<file path="src/sv/dfs_pkg.sv">
`default_nettype none

package dfs_pkg;

    // Vertex space of the search
    localparam int MAX_VERTICES = 16;
    localparam int VERT_W       = 4;
    localparam int COUNT_W      = 5;
    localparam int STAMP_W      = 6;
    localparam int PARENT_W     = 5;

    // Parent code for a root
    localparam logic [PARENT_W-1:0] PARENT_NONE = PARENT_W'(MAX_VERTICES);

    // Input mode codes
    localparam logic MODE_LOAD = 1'b0;
    localparam logic MODE_RUN  = 1'b1;

    typedef struct packed {
        logic                    mode;
        logic [VERT_W-1:0]       row_index;
        logic [MAX_VERTICES-1:0] row_edges;
    } in_t;

    typedef struct packed {
        logic [VERT_W-1:0]   vertex;
        logic                finished;
        logic [STAMP_W-1:0]  stamp;
        logic [PARENT_W-1:0] parent_vertex;
        logic                last;
    } out_t;

    // Result of the shared lowest-bit picker
    typedef struct packed {
        logic              found;
        logic [VERT_W-1:0] index;
    } pick_t;

endpackage

`default_nettype wire

</file>
<file path="src/sv/dfs_pick.sv">
`default_nettype none

module dfs_pick (
    input  wire logic [dfs_pkg::MAX_VERTICES-1:0] mask,
    output dfs_pkg::pick_t                        pick
);
    import dfs_pkg::*;

    logic [MAX_VERTICES-1:0] iso;
    logic [VERT_W-1:0]       index;

    // Isolate the lowest set bit, then encode its position
    always_comb
    begin
        iso   = mask & (~mask + MAX_VERTICES'(1));
        index = '0;
        for (int p = 0; p < MAX_VERTICES; p++)
        begin
            if (iso[p])
            begin
                index = index | VERT_W'(p);
            end
        end
    end

    assign pick.found = |mask;
    assign pick.index = index;

endmodule

`default_nettype wire

</file>
<file path="src/sv/dfs_timestamp_walker.sv">
`default_nettype none

// Depth-first search time stamper over up to 16 vertices. A load transaction
// (mode 0) writes one adjacency row. A run transaction (mode 1) walks the
// graph from roots in ascending order, always taking the lowest-numbered
// unvisited neighbor, and sends one output transaction per discover or
// finish event, with last set on the final one. A run of N vertices gives 2N
// events; the walker produces one event per cycle while the output is not
// stalled, and a single lowest-bit picker chooses both the next neighbor and
// the next root. Input is stalled for the whole run. A row must be loaded
// before any run reads it. The user must write vertex_count only while idle;
// the block itself does not enforce it. Values above 16 act as 16.
module dfs_timestamp_walker (
    input  wire logic                        clk,
    input  wire logic                        rst_n,
    input  wire logic                        in_valid,
    output logic                             in_stall,
    input  wire dfs_pkg::in_t                in_data,
    output logic                             out_valid,
    input  wire logic                        out_stall,
    output dfs_pkg::out_t                    out_data,
    input  wire logic                        cfg_wr_en,
    input  wire logic [dfs_pkg::COUNT_W-1:0] cfg_wr_data
);
    import dfs_pkg::*;

    typedef enum logic {
        ST_IDLE,
        ST_RUN
    } state_t;

    // Control registers
    state_t                  state_reg, state_next;
    logic [COUNT_W-1:0]      count_reg;
    logic [MAX_VERTICES-1:0] all_reg, all_next;
    logic [MAX_VERTICES-1:0] visited_reg, visited_next;
    logic [COUNT_W-1:0]      depth_reg, depth_next;
    logic [STAMP_W-1:0]      time_reg, time_next;
    logic                    out_valid_reg, out_valid_next;
    out_t                    out_data_reg, out_data_next;

    // Register arrays
    logic [MAX_VERTICES-1:0] adj_reg    [MAX_VERTICES];
    logic [VERT_W-1:0]       stack_reg  [MAX_VERTICES];
    logic [PARENT_W-1:0]     parent_reg [MAX_VERTICES];

    logic                    in_accept;
    logic                    slot_free;
    logic                    stack_empty;
    logic [COUNT_W-1:0]      depth_m1;
    logic [VERT_W-1:0]       top_vertex;
    logic [MAX_VERTICES-1:0] cand_mask;
    pick_t                   pick;
    logic                    emit;
    logic                    push;
    logic [PARENT_W-1:0]     disc_parent;
    logic [COUNT_W-1:0]      n_sat;
    out_t                    event_data;

    assign in_stall  = (state_reg != ST_IDLE);
    assign in_accept = in_valid && !in_stall;
    assign out_valid = out_valid_reg;
    assign out_data  = out_data_reg;
    assign slot_free = !out_valid_reg || !out_stall;

    // Read the top of the stack and form the candidate set
    assign stack_empty = (depth_reg == '0);
    assign depth_m1    = depth_reg - COUNT_W'(1);
    assign top_vertex  = stack_reg[depth_m1[VERT_W-1:0]];
    assign cand_mask   = (stack_empty ? all_reg : (adj_reg[top_vertex] & all_reg))
                         & ~visited_reg;
    assign disc_parent = stack_empty ? PARENT_NONE : {1'b0, top_vertex};
    assign n_sat       = (count_reg > COUNT_W'(MAX_VERTICES)) ? COUNT_W'(MAX_VERTICES)
                                                             : count_reg;

    dfs_pick u_pick (
        .mask (cand_mask),
        .pick (pick)
    );

    // Sequencer: one discover or finish event per step
    always_comb
    begin
        state_next     = state_reg;
        all_next       = all_reg;
        visited_next   = visited_reg;
        depth_next     = depth_reg;
        time_next      = time_reg;
        emit           = 1'b0;
        push           = 1'b0;
        event_data     = out_data_reg;

        unique case (state_reg)
            ST_IDLE:
            begin
                if (in_accept && (in_data.mode == MODE_RUN))
                begin
                    state_next   = ST_RUN;
                    visited_next = '0;
                    depth_next   = '0;
                    time_next    = '0;
                    if (n_sat == COUNT_W'(MAX_VERTICES))
                    begin
                        all_next = '1;
                    end
                    else
                    begin
                        all_next = (MAX_VERTICES'(1) << n_sat) - MAX_VERTICES'(1);
                    end
                end
            end
            ST_RUN:
            begin
                if (stack_empty && !pick.found)
                begin
                    state_next = ST_IDLE;
                end
                else if (slot_free)
                begin
                    emit      = 1'b1;
                    time_next = time_reg + STAMP_W'(1);
                    if (pick.found)
                    begin
                        // Discover the next vertex and push it
                        visited_next             = visited_reg
                                                   | (MAX_VERTICES'(1) << pick.index);
                        event_data.vertex        = pick.index;
                        event_data.finished      = 1'b0;
                        event_data.stamp         = time_next;
                        event_data.parent_vertex = disc_parent;
                        event_data.last          = 1'b0;
                        if (depth_reg < COUNT_W'(MAX_VERTICES))
                        begin
                            push       = 1'b1;
                            depth_next = depth_reg + COUNT_W'(1);
                        end
                    end
                    else
                    begin
                        // Finish the top vertex and pop it
                        event_data.vertex        = top_vertex;
                        event_data.finished      = 1'b1;
                        event_data.stamp         = time_next;
                        event_data.parent_vertex = parent_reg[top_vertex];
                        event_data.last          = (depth_reg == COUNT_W'(1))
                                                   && ((visited_reg & all_reg) == all_reg);
                        depth_next               = depth_m1;
                    end
                end
            end
            default:
            begin
                state_next = ST_IDLE;
            end
        endcase
    end

    // Output register: load on a new event, drop once taken
    always_comb
    begin
        out_valid_next = out_valid_reg;
        out_data_next  = out_data_reg;
        if (emit)
        begin
            out_valid_next = 1'b1;
            out_data_next  = event_data;
        end
        else if (!out_stall)
        begin
            out_valid_next = 1'b0;
        end
    end

    // Hold state and control registers
    always_ff @(posedge clk or negedge rst_n)
    begin
        if (!rst_n)
        begin
            state_reg     <= ST_IDLE;
            count_reg     <= COUNT_W'(MAX_VERTICES);
            all_reg       <= '0;
            visited_reg   <= '0;
            depth_reg     <= '0;
            time_reg      <= '0;
            out_valid_reg <= 1'b0;
        end
        else
        begin
            state_reg     <= state_next;
            all_reg       <= all_next;
            visited_reg   <= visited_next;
            depth_reg     <= depth_next;
            time_reg      <= time_next;
            out_valid_reg <= out_valid_next;
            if (cfg_wr_en)
            begin
                count_reg <= cfg_wr_data;
            end
        end
    end

    // Payload and array writes
    always_ff @(posedge clk)
    begin
        out_data_reg <= out_data_next;
        if (in_accept && (in_data.mode == MODE_LOAD))
        begin
            adj_reg[in_data.row_index] <= in_data.row_edges;
        end
        if (push)
        begin
            stack_reg[depth_reg[VERT_W-1:0]] <= pick.index;
        end
        if (emit && pick.found)
        begin
            parent_reg[pick.index] <= disc_parent;
        end
    end

`ifndef SYNTHESIS
    a_idle_stack_empty: assert property (@(posedge clk) disable iff (!rst_n)
        (state_reg == ST_IDLE) |-> (depth_reg == '0))
        else $error("stack not empty while idle");

    a_last_empties_stack: assert property (@(posedge clk) disable iff (!rst_n)
        (emit && event_data.last) |=> (depth_reg == '0))
        else $error("last event left vertices on the stack");

    a_finish_visited: assert property (@(posedge clk) disable iff (!rst_n)
        (emit && !pick.found) |-> visited_reg[top_vertex])
        else $error("finish of an unvisited vertex");

    a_time_bound: assert property (@(posedge clk) disable iff (!rst_n)
        emit |-> (time_reg < STAMP_W'(2 * MAX_VERTICES)))
        else $error("time stamp beyond two events per vertex");
`endif

endmodule

`default_nettype wire
</file>
<file path="config.mk">
export PLATFORM = sky130hd
export DESIGN_NAME = dfs_timestamp_walker
export DESIGN_NICKNAME = d
export VERILOG_FILES = /design/src/sv/dfs_pkg.sv /design/src/sv/dfs_pick.sv /design/src/sv/dfs_timestamp_walker.sv
export SDC_FILE = /design/constraint.sdc
export NUM_CORES = 1
export LEC_CHECK = 0
export CORE_UTILIZATION = 66
export CTS_CLUSTER_DIAMETER = 40
export DETAILED_ROUTE_END_ITERATION = 16
export DONT_BUFFER_PORTS = 1
export GPL_ROUTABILITY_DRIVEN = 0
export PLACE_DENSITY = 0.86
export SETUP_SLACK_MARGIN = 0.3
export SLEW_MARGIN = 0
export SYNTH_ARGS = -nofsm -noshare
export SYNTH_HDL_FRONTEND = slang
export SYNTH_SLANG_ARGS = --single-unit
</file>
<file path="constraint.sdc">
create_clock -name clk -period 9.9 [get_ports clk]
set_input_delay 0.495 -clock clk [delete_from_list [all_inputs] [get_ports clk]]
set_output_delay 0.495 -clock clk [all_outputs]
set_load 0.02 [all_outputs]
</file>
Yosys cells after proc, flatten, opt, wreduce, memory -nomap -nowiden --
Memory sizes are Yosys's and may differ from the RTL's. Cells that the tools add are included.
Word-level totals: flip-flop bits (word level) 67, memory bits (writable) 400, memories 3, output and inout bits 19
Memories:
- adj_reg | depth 16, bits a word 16, rd ports 1, clocked after memory_dff 0, write ports 1, RTL line dfs_timestamp_walker.sv:43 | logic [MAX_VERTICES-1:0] adj_reg [MAX_VERTICES];
- parent_reg | depth 16, bits a word 5, rd ports 1, clocked after memory_dff 0, write ports 1, RTL line dfs_timestamp_walker.sv:45 | logic [PARENT_W-1:0] parent_reg [MAX_VERTICES];
- stack_reg | depth 16, bits a word 4, rd ports 1, clocked after memory_dff 0, write ports 1, RTL line dfs_timestamp_walker.sv:44 | logic [VERT_W-1:0] stack_reg [MAX_VERTICES];
Operators by class: reduce and logical (&&, ||, !) cells 18, add/subtract/negate cells 5, muxes and demuxes 54, bitwise gates (word level) 10, shifts and indexed selects 2, equality and inequality tests 9, order comparisons 2
Operators by type and width (count):
- $mux W16 | 6
- $and A16 B16 Y16 | 4
- $mux W5 | 7
- $mux W4 | 8
- $not A16 Y16 | 2
- $pmux W16 S2 | 1
- $mux W1 | 19
- $mux W6 | 3
- $mux W17 | 1
- $add A16 B1 Y16 const B | 1
- $eq A16 B16 Y1 | 1
- $or A16 B16 Y16 | 1
- $reduce_or A16 Y1 | 1
- $shl A1 B4 Y16 const A | 1
- $shl A1 B5 Y16 const A | 1
- $sub A16 B2 Y16 const B | 1
- $mux W3 | 4
- $pmux W6 S2 | 1
- $reduce_and A4 Y1 | 3
- $pmux W5 S2 | 1
- $add A6 B1 Y6 const B | 1
- $logic_and A1 B1 Y1 | 6
- $ne A2 B1 Y1 const B | 3
- $add A5 B1 Y5 const B | 1
- other kinds (15) | 22

Logic depth before layout (Yosys ltp) --
Gate-level depths: netlist of run 1. An unclocked memory read counts as a cell.
depth after elaboration 30, gate-level depth with buffers 22, gate-level depth less buffers 14

Hierarchy --
Synthesis of run 1 repeated with hierarchy kept, for this count alone.
Unflattened totals: cells, all modules 1341, area, all modules 19517.5 µm²
Modules (own cells, without submodules):
- dfs_timestamp_walker | cells an instance 1313, area each 19332.3 µm², sequential area each 13774.5 µm², times used 1
- dfs_pick | cells an instance 28, area each 185.2 µm², sequential area each 0.0 µm², times used 1

Least setup slack after synthesis of run 1 --
OpenSTA, ideal clock, no wires.
path type reg2reg, start register depth_reg[0], end memory parent_reg[0][0], enable pin, data arrival time 5202 ps, stages on the path, launching flop included 21, clock period less this slack 5576 ps, data required time 9526 ps, path slack 4324 ps, library setup time 374 ps, cell sequence dfrtp_1 buf_6 buf_6 buf_6 inv_1 ha_1 xor2_2 mux4_2 buf_2 mux2i_1 clkbuf_1 buf_1 nand2_1 a32oi_1 nand2_1 a211oi_1 nor2_1 nand3_1 a41oi_1 or3_1 nor3_1
RTL lines:
- start: declaration | RTL line dfs_timestamp_walker.sv:37 | logic [COUNT_W-1:0] depth_reg, depth_next;
- start signal: assignment | RTL line dfs_timestamp_walker.sv:192 | depth_reg <= depth_next;
- end: declaration | RTL line dfs_timestamp_walker.sv:45

Worst setup path in the final report of run 1 --
start register depth_reg[0], end memory parent_reg[14][0], enable pin
On the way: word-level cells in the longest chain between the ends 24
Ends and longest elaborated chain:
- $sub A5 B1 Y5 | RTL line dfs_timestamp_walker.sv:68 | assign depth_m1 = depth_reg - COUNT_W'(1);
- $mem_v2 Z16 W4
- $mem_v2 Z16 W16
- $and A16 B16 Y16 | RTL line dfs_timestamp_walker.sv:70 | assign cand_mask = (stack_empty ? all_reg : (adj_reg[top_vertex] & all_reg))
- $mux W16 | RTL line dfs_timestamp_walker.sv:70
- $and A16 B16 Y16 | RTL line dfs_timestamp_walker.sv:71 | & ~visited_reg;
- $not A16 Y16 | RTL line dfs_pick.sv:15 | iso = mask & (~mask + MAX_VERTICES'(1));
- $add A16 B1 Y16 | RTL line dfs_pick.sv:15
- $and A16 B16 Y16 | RTL line dfs_pick.sv:15
- $mux W1 | RTL line dfs_pick.sv:19 | if (iso[p])
- $mux W2 (2 in a row) | RTL line dfs_pick.sv:19
- $mux W3 (4 in a row) | RTL line dfs_pick.sv:19
- $mux W4 (8 in a row) | RTL line dfs_pick.sv:19
Parallel ways exist; a longest one is shown, timed or not.

==> results of run 1 <==
==> per-stage QoR <==
stage | cell area, um^2 | cells | hold WS (ps) | setup WS (ps) | utilization
floorplan | 20500 | 1468 | 199 | 4320 | -
global placement | 20800 | 1802 | 200 | 2130 | 0.681
detailed placement | 20800 | 1802 | 200 | 1930 | 0.681
CTS | 22900 | 1919 | 1.47 | 1830 | 0.747
global route | 22900 | 1924 | 3.05 | 1210 | 0.748
finish | 22900 | 1925 | 17.7 | 1730 | 0.748
==> kinds of logic after synthesis <==
group	share of synthesized area
buf+inv	0.0250
xor+xnor	0.00421
simple gates	0.110
compound gates	0.0773
fa+ha+maj	0.00427
flops	0.672
mux	0.107
==> how the worst max path moves through the flow <==
| stage | depth (start not counted) | startpoint | endpoint |
|---|---|---|---|
| final | 14 | depth_reg[0] | parent_reg[14][0] |
| after floorplan | 20 | depth_reg[0] | parent_reg[0][0] |
| after global placement | 14 | depth_reg[0] | parent_reg[14][3] |
| after detailed placement | 14 | depth_reg[0] | parent_reg[14][2] |
| after global routing | 15 | depth_reg[0] | out_data[15] |
| after CTS | 14 | depth_reg[0] | out_data[15] |
==> cell type report <==
class	count	area, um^2
clock buffer	65	1480
timing repair buffer	43	388
multi-input combinational	887	6290
antenna	6	15.0
sequential	467	13800
inverter	28	105
tap	396	495
fill	1724	7720
clock inverter	33	327
==> critical path: stages, from the launching register on <==
cell      delay (ps)
dfrtp_1          710
buf_4            390
inv_1            140
ha_1             780
mux4_2           990
mux2_4           820
buf_4            450
nor2_1           210
a32oi_1          320
a21oi_1          170
a211oi_1         510
nor3b_2          170
nand4_4          370
nand2_1          570
nor4_1          1100
==> cells in the final DEF (no fill, tap or decap), types with 35 or more instances in the layout <==
cell       Yosys  routed
edfxtp_1     417     417
nand2_1      174     174
mux2i_1      107     106
nand3_1       76      76
o21ai_0       76      76
nor2_1        83      73
clkbuf_16      0      58
dfrtp_1       49      49
mux4_2        40      40
nor3_1        39      35
==> Yosys cell counts (5+ instances only) <==
cell,number
buf_6,7
o21ai_0,76
edfxtp_1,417
inv_1,27
and3_1,27
nand4_1,9
nor2_1,83
nor4_1,12
nand3_1,76
mux2_2,17
o31ai_1,7
nor2b_1,12
nand2b_1,18
mux2i_1,107
ha_1,7
buf_2,19
o21a_1,10
a21oi_1,25
a221oi_1,10
a311oi_1,24
clkbuf_1,50
dfrtp_1,49
mux4_2,40
o22ai_1,6
nand2_1,174
nor3_1,39
buf_1,8
or2_2,5
a31oi_1,9
a32oi_1,14
a2111oi_0,5
or3_1,5
==> routing by layer <==
layer,global-route usage,up-vias,share of wire
met5,0,-,0
met4,0.194,0,0.054
met3,0.0733,214,0.11
met2,0.522,995,0.48
met1,0.432,6619,0.36
li1,-,5702,-
==> timing repair <==
action | 4_1_cts | 5_1_grt
endpoints found under the setup margin | 0 | 0
endpoints found under the hold margin | 301 | 0
hold buffers | 19 | 0
==> flow_summary.toml, run 1 <==
[clock_network]
cts_root_buffer = "clkbuf_16"
clock_latency_ps = 590
postCtsSetupRepairBufs = 0
cts.sinks = 467
cts_buffers = 52
tritoncts = "built"
cts_resized = 0
cts_buffer_depth = 3
clk_pin_slew_ps = 60
htree_levels = 2

[global_routing]
grt_pass1_wl_um = 77400
grt_antenna_before_repair = 4
grt_max_degree = 57
grt_pass1_vias = 13200
grt-ovfl-total = 0
track_usage = 0.333

[layout]
largest_register_ffs = 256
nets = 1517
area_growth_pct = 11.6
drive_above_1_share = 0.137

[sta]
slew_violations = 0
skew_ps = 28.2
worst_slew_pin_slew_ps = 1340
slew-limit-headroom = 0.108
setup_viol = 0
setup_tns_ps = 0
fin_crit_sh = 0.825
fin_crit_ps = 8170
fmax_mhz = 122
rsz0062_at_grt = "no"
hold_violations = 0

[synth]
avgSynthCellArea_um2 = 14.0
synth_cells = 1468
ys.flop_type = "edfxtp_1"
syn_area_um2 = 20500
synth-edff-count = 417
ys_warn_count = 0
yosys_register_bits = 467
ys_seq_area_frac = 0.672
synth_area_leader_cell = "edfxtp_1"
synth_nets = 1506
synth.distinct_cells = 77
yosysTopAreaCellShare = 0.611
synth_area_leaders = "edfxtp_1 (61%), dfrtp_1 (6.0%), mux2i_1 (5.2%), mux4_2 (4.4%), nand2_1 (3.2%)"
synthArstFlopShare = 0.107

[worst_hold_path]
hold_class = "in -> reg"
hold-path-cell-count = 0
worstHoldStart = "in_data[0]"
whs_endpoint = "adj_reg[6][0]"

[critical_path]
worstSetupStartpointType = "flip-flop"
arrival_ps = 8360
critical_path_class = "reg -> reg"
cp_max_fo = 55
end_kind = "flip-flop"
rr_worst_depth = 14
rrSetupSlack_ps = 1730
worstReg2RegEnd = "parent_reg[14][0]"
rr_startpoint = "depth_reg[0]"
cp.required_ps = 10080

[drt]
drt-initial-drc-count = 2117
wl_per_cell_um = 26.6
drc = 0
wl_um = 51300
drt-pass1-iter-count = 6
vias = 13500
ant_nets = 0
vias_per_cell = 7.03

[floorplan]
core_area_um2 = 30600
dieArea_um2 = 31800
rows = 64
die_w_um = 178
fp.dieH_um = 178
pin_count = 50
start_util = 0.670

[placement]
dpl.hpwl_um = 30300
portBuffers = 0

[flow_run]
max_cap_violations = 0

[status]
status = "complete, no violations"
Power of run 1 is not shown: default switching activity piles up to over one toggle a cycle in this logic, so the estimate is an artifact.
==> run 2: changes to the inputs <==
--- a/config.mk
+++ b/config.mk
@@ -5,12 +5,12 @@
 export SDC_FILE = /design/constraint.sdc
 export NUM_CORES = 1
 export LEC_CHECK = 0
-export CORE_UTILIZATION = 66
+export CORE_UTILIZATION = 57
 export CTS_CLUSTER_DIAMETER = 40
 export DETAILED_ROUTE_END_ITERATION = 16
 export DONT_BUFFER_PORTS = 1
 export GPL_ROUTABILITY_DRIVEN = 0
-export PLACE_DENSITY = 0.86
+export PLACE_DENSITY = 0.79
 export SETUP_SLACK_MARGIN = 0.3
 export SLEW_MARGIN = 0
 export SYNTH_ARGS = -nofsm -noshare
==> constraint.sdc (replaced) <==
create_clock -name clk -period 7.4 [get_ports clk]
set_input_delay 0.37 -clock clk [delete_from_list [all_inputs] [get_ports clk]]
set_output_delay 0.37 -clock clk [all_outputs]
set_load 0.02 [all_outputs]
==> run 2 against run 1 <==
Via count fell by 1.5%. Cell area rose by 1.5%. Global-route usage fell by 5.1 points. Routed wire length fell by 1.1%. Hold slack improved by 160 ps. Core utilization fell by 9.3 points. First-iteration DRC count fell by 15%. Setup slack got worse by 1100 ps. Non-clock buffer count rose by 19. Clock skew fell by 8.9 ps.
==> flow_summary.toml, run 2 (synthesized netlist as in run 1, its figures left out) <==
[sta]
setup_viol = 0
rsz0062_at_grt = "no"
fmax_mhz = 148
skew_ps = 19.3
worst_slew_pin_slew_ps = 1280
slew_violations = 0
holdWs_ps = 181
timing.final.ws_setup_ps = 629
hold_violations = 0
fin_crit_ps = 6770
setup_tns_ps = 0
fin_crit_sh = 0.915
slew-limit-headroom = 0.146

[drt]
drc = 0
vias = 13300
ant_nets = 0
wl_um = 50700
drt-initial-drc-count = 1799
drt-pass1-iter-count = 6
wl_per_cell_um = 25.3
vias_per_cell = 6.64

[global_routing]
grt_pass1_vias = 13100
track_usage = 0.282
grt-ovfl-total = 0
grt_max_degree = 62
grt_antenna_before_repair = 1
grt_pass1_wl_um = 76800

[placement]
pre_cts_ws_ps = 750
portBuffers = 0
dpl.hpwl_um = 31400

[status]
status = "complete, no violations"

[clock_network]
postCtsSetupRepairBufs = 0
htree_levels = 2
cts_root_buffer = "clkbuf_16"
hold_buffers = 25
cts_resized = 0
clk_pin_slew_ps = 60
clock_latency_ps = 600
cts_buffers = 54
cts_buffer_depth = 3
cts.sinks = 467
tritoncts = "built"

[layout]
regArea_um2 = 13800
fillers = 2350
final_common_cell = "edfxtp_1"
nets = 1538
area_growth_pct = 13.2
final_cell_mix = "edfxtp_1 (417), nand2_1 (174), mux2i_1 (106)"
multi_input_area_um2 = 6290
drive_above_1_share = 0.143
largest_register_ffs = 256

[floorplan]
fp.dieH_um = 192
dieArea_um2 = 36700
pin_count = 50
rows = 69
start_util = 0.578
core_area_um2 = 35500
die_w_um = 192

[flow_run]
max_cap_violations = 0

[critical_path]
worstSetupStartpointType = "flip-flop"
rrSetupSlack_ps = 630
cp.required_ps = 7620
end_kind = "flip-flop"
cp_max_fo = 50
critical_path_class = "reg -> reg"
arrival_ps = 6990

[worst_hold_path]
hold_class = "in -> reg"
-- run 2: changes by cell type in the layout (fill, tap and decap cells not counted), sizes merged --
| cell | delta |
|---|---|
| diode | -5 |
| bufinv | +4 |
| dlygate4sd3 | +6 |
| inv | +1 |
| clkinvlp | -5 |
| clkbuf | +2 |
| buf | +13 |
-- run 2: through the flow --
step           instance area, um^2   util  std cells
2_1_floorplan                20500      -       1468
3_3_place_gp                 21100  0.593       1880
3_5_place_dp                 21100  0.593       1880
4_1_cts                      23200  0.654       2005
5_1_grt                      23200  0.654       2005
6_report                     23200  0.654       2006
-- run 2: layout make-up --
type,count,area share
sequential,467,0.593
multi-input combinational,887,0.271
clock buffer,67,0.0630
tap,461,0.0248
timing repair buffer,62,0.0246
clock inverter,33,0.0186
inverter,28,0.00453
antenna,1,0.000108
-- run 2: routing by layer --
metal	global-route usage	routed length (um)
met4	0.114	1800
met3	0.0523	5050
met2	0.466	25100
met5	0	0
met1	0.370	18800
-- run 2: worst max-delay path, cell delays in order, from the launching register on --
cell and delay, ps:
dfrtp_1 570, inv_1 170, ha_1 750, mux4_2 670
mux2_4 740, buf_4 470, nor2_1 220, a32oi_1 270
nand3_1 140, o41ai_1 570, a211oi_4 170, nand4_4 210
buf_4 260, nand2_1 80, buf_4 230, nor3_1 800
-- run 2: worst paths after layout --
path	startpoint	end	cells past startpoint
min in group asynchronous	rst_n	count_reg[0]	2
worst min-delay path	in_data[17]	adj_reg[7][10]	2
worst max-delay path	depth_reg[0]	parent_reg[8][1]	15
worst max register to register	depth_reg[0]	parent_reg[8][1]	15
worst min register to register	visited_reg[6]	visited_reg[6]	1
max in group asynchronous	rst_n	count_reg[4]	2
Power of run 2 is left out for the same reason.
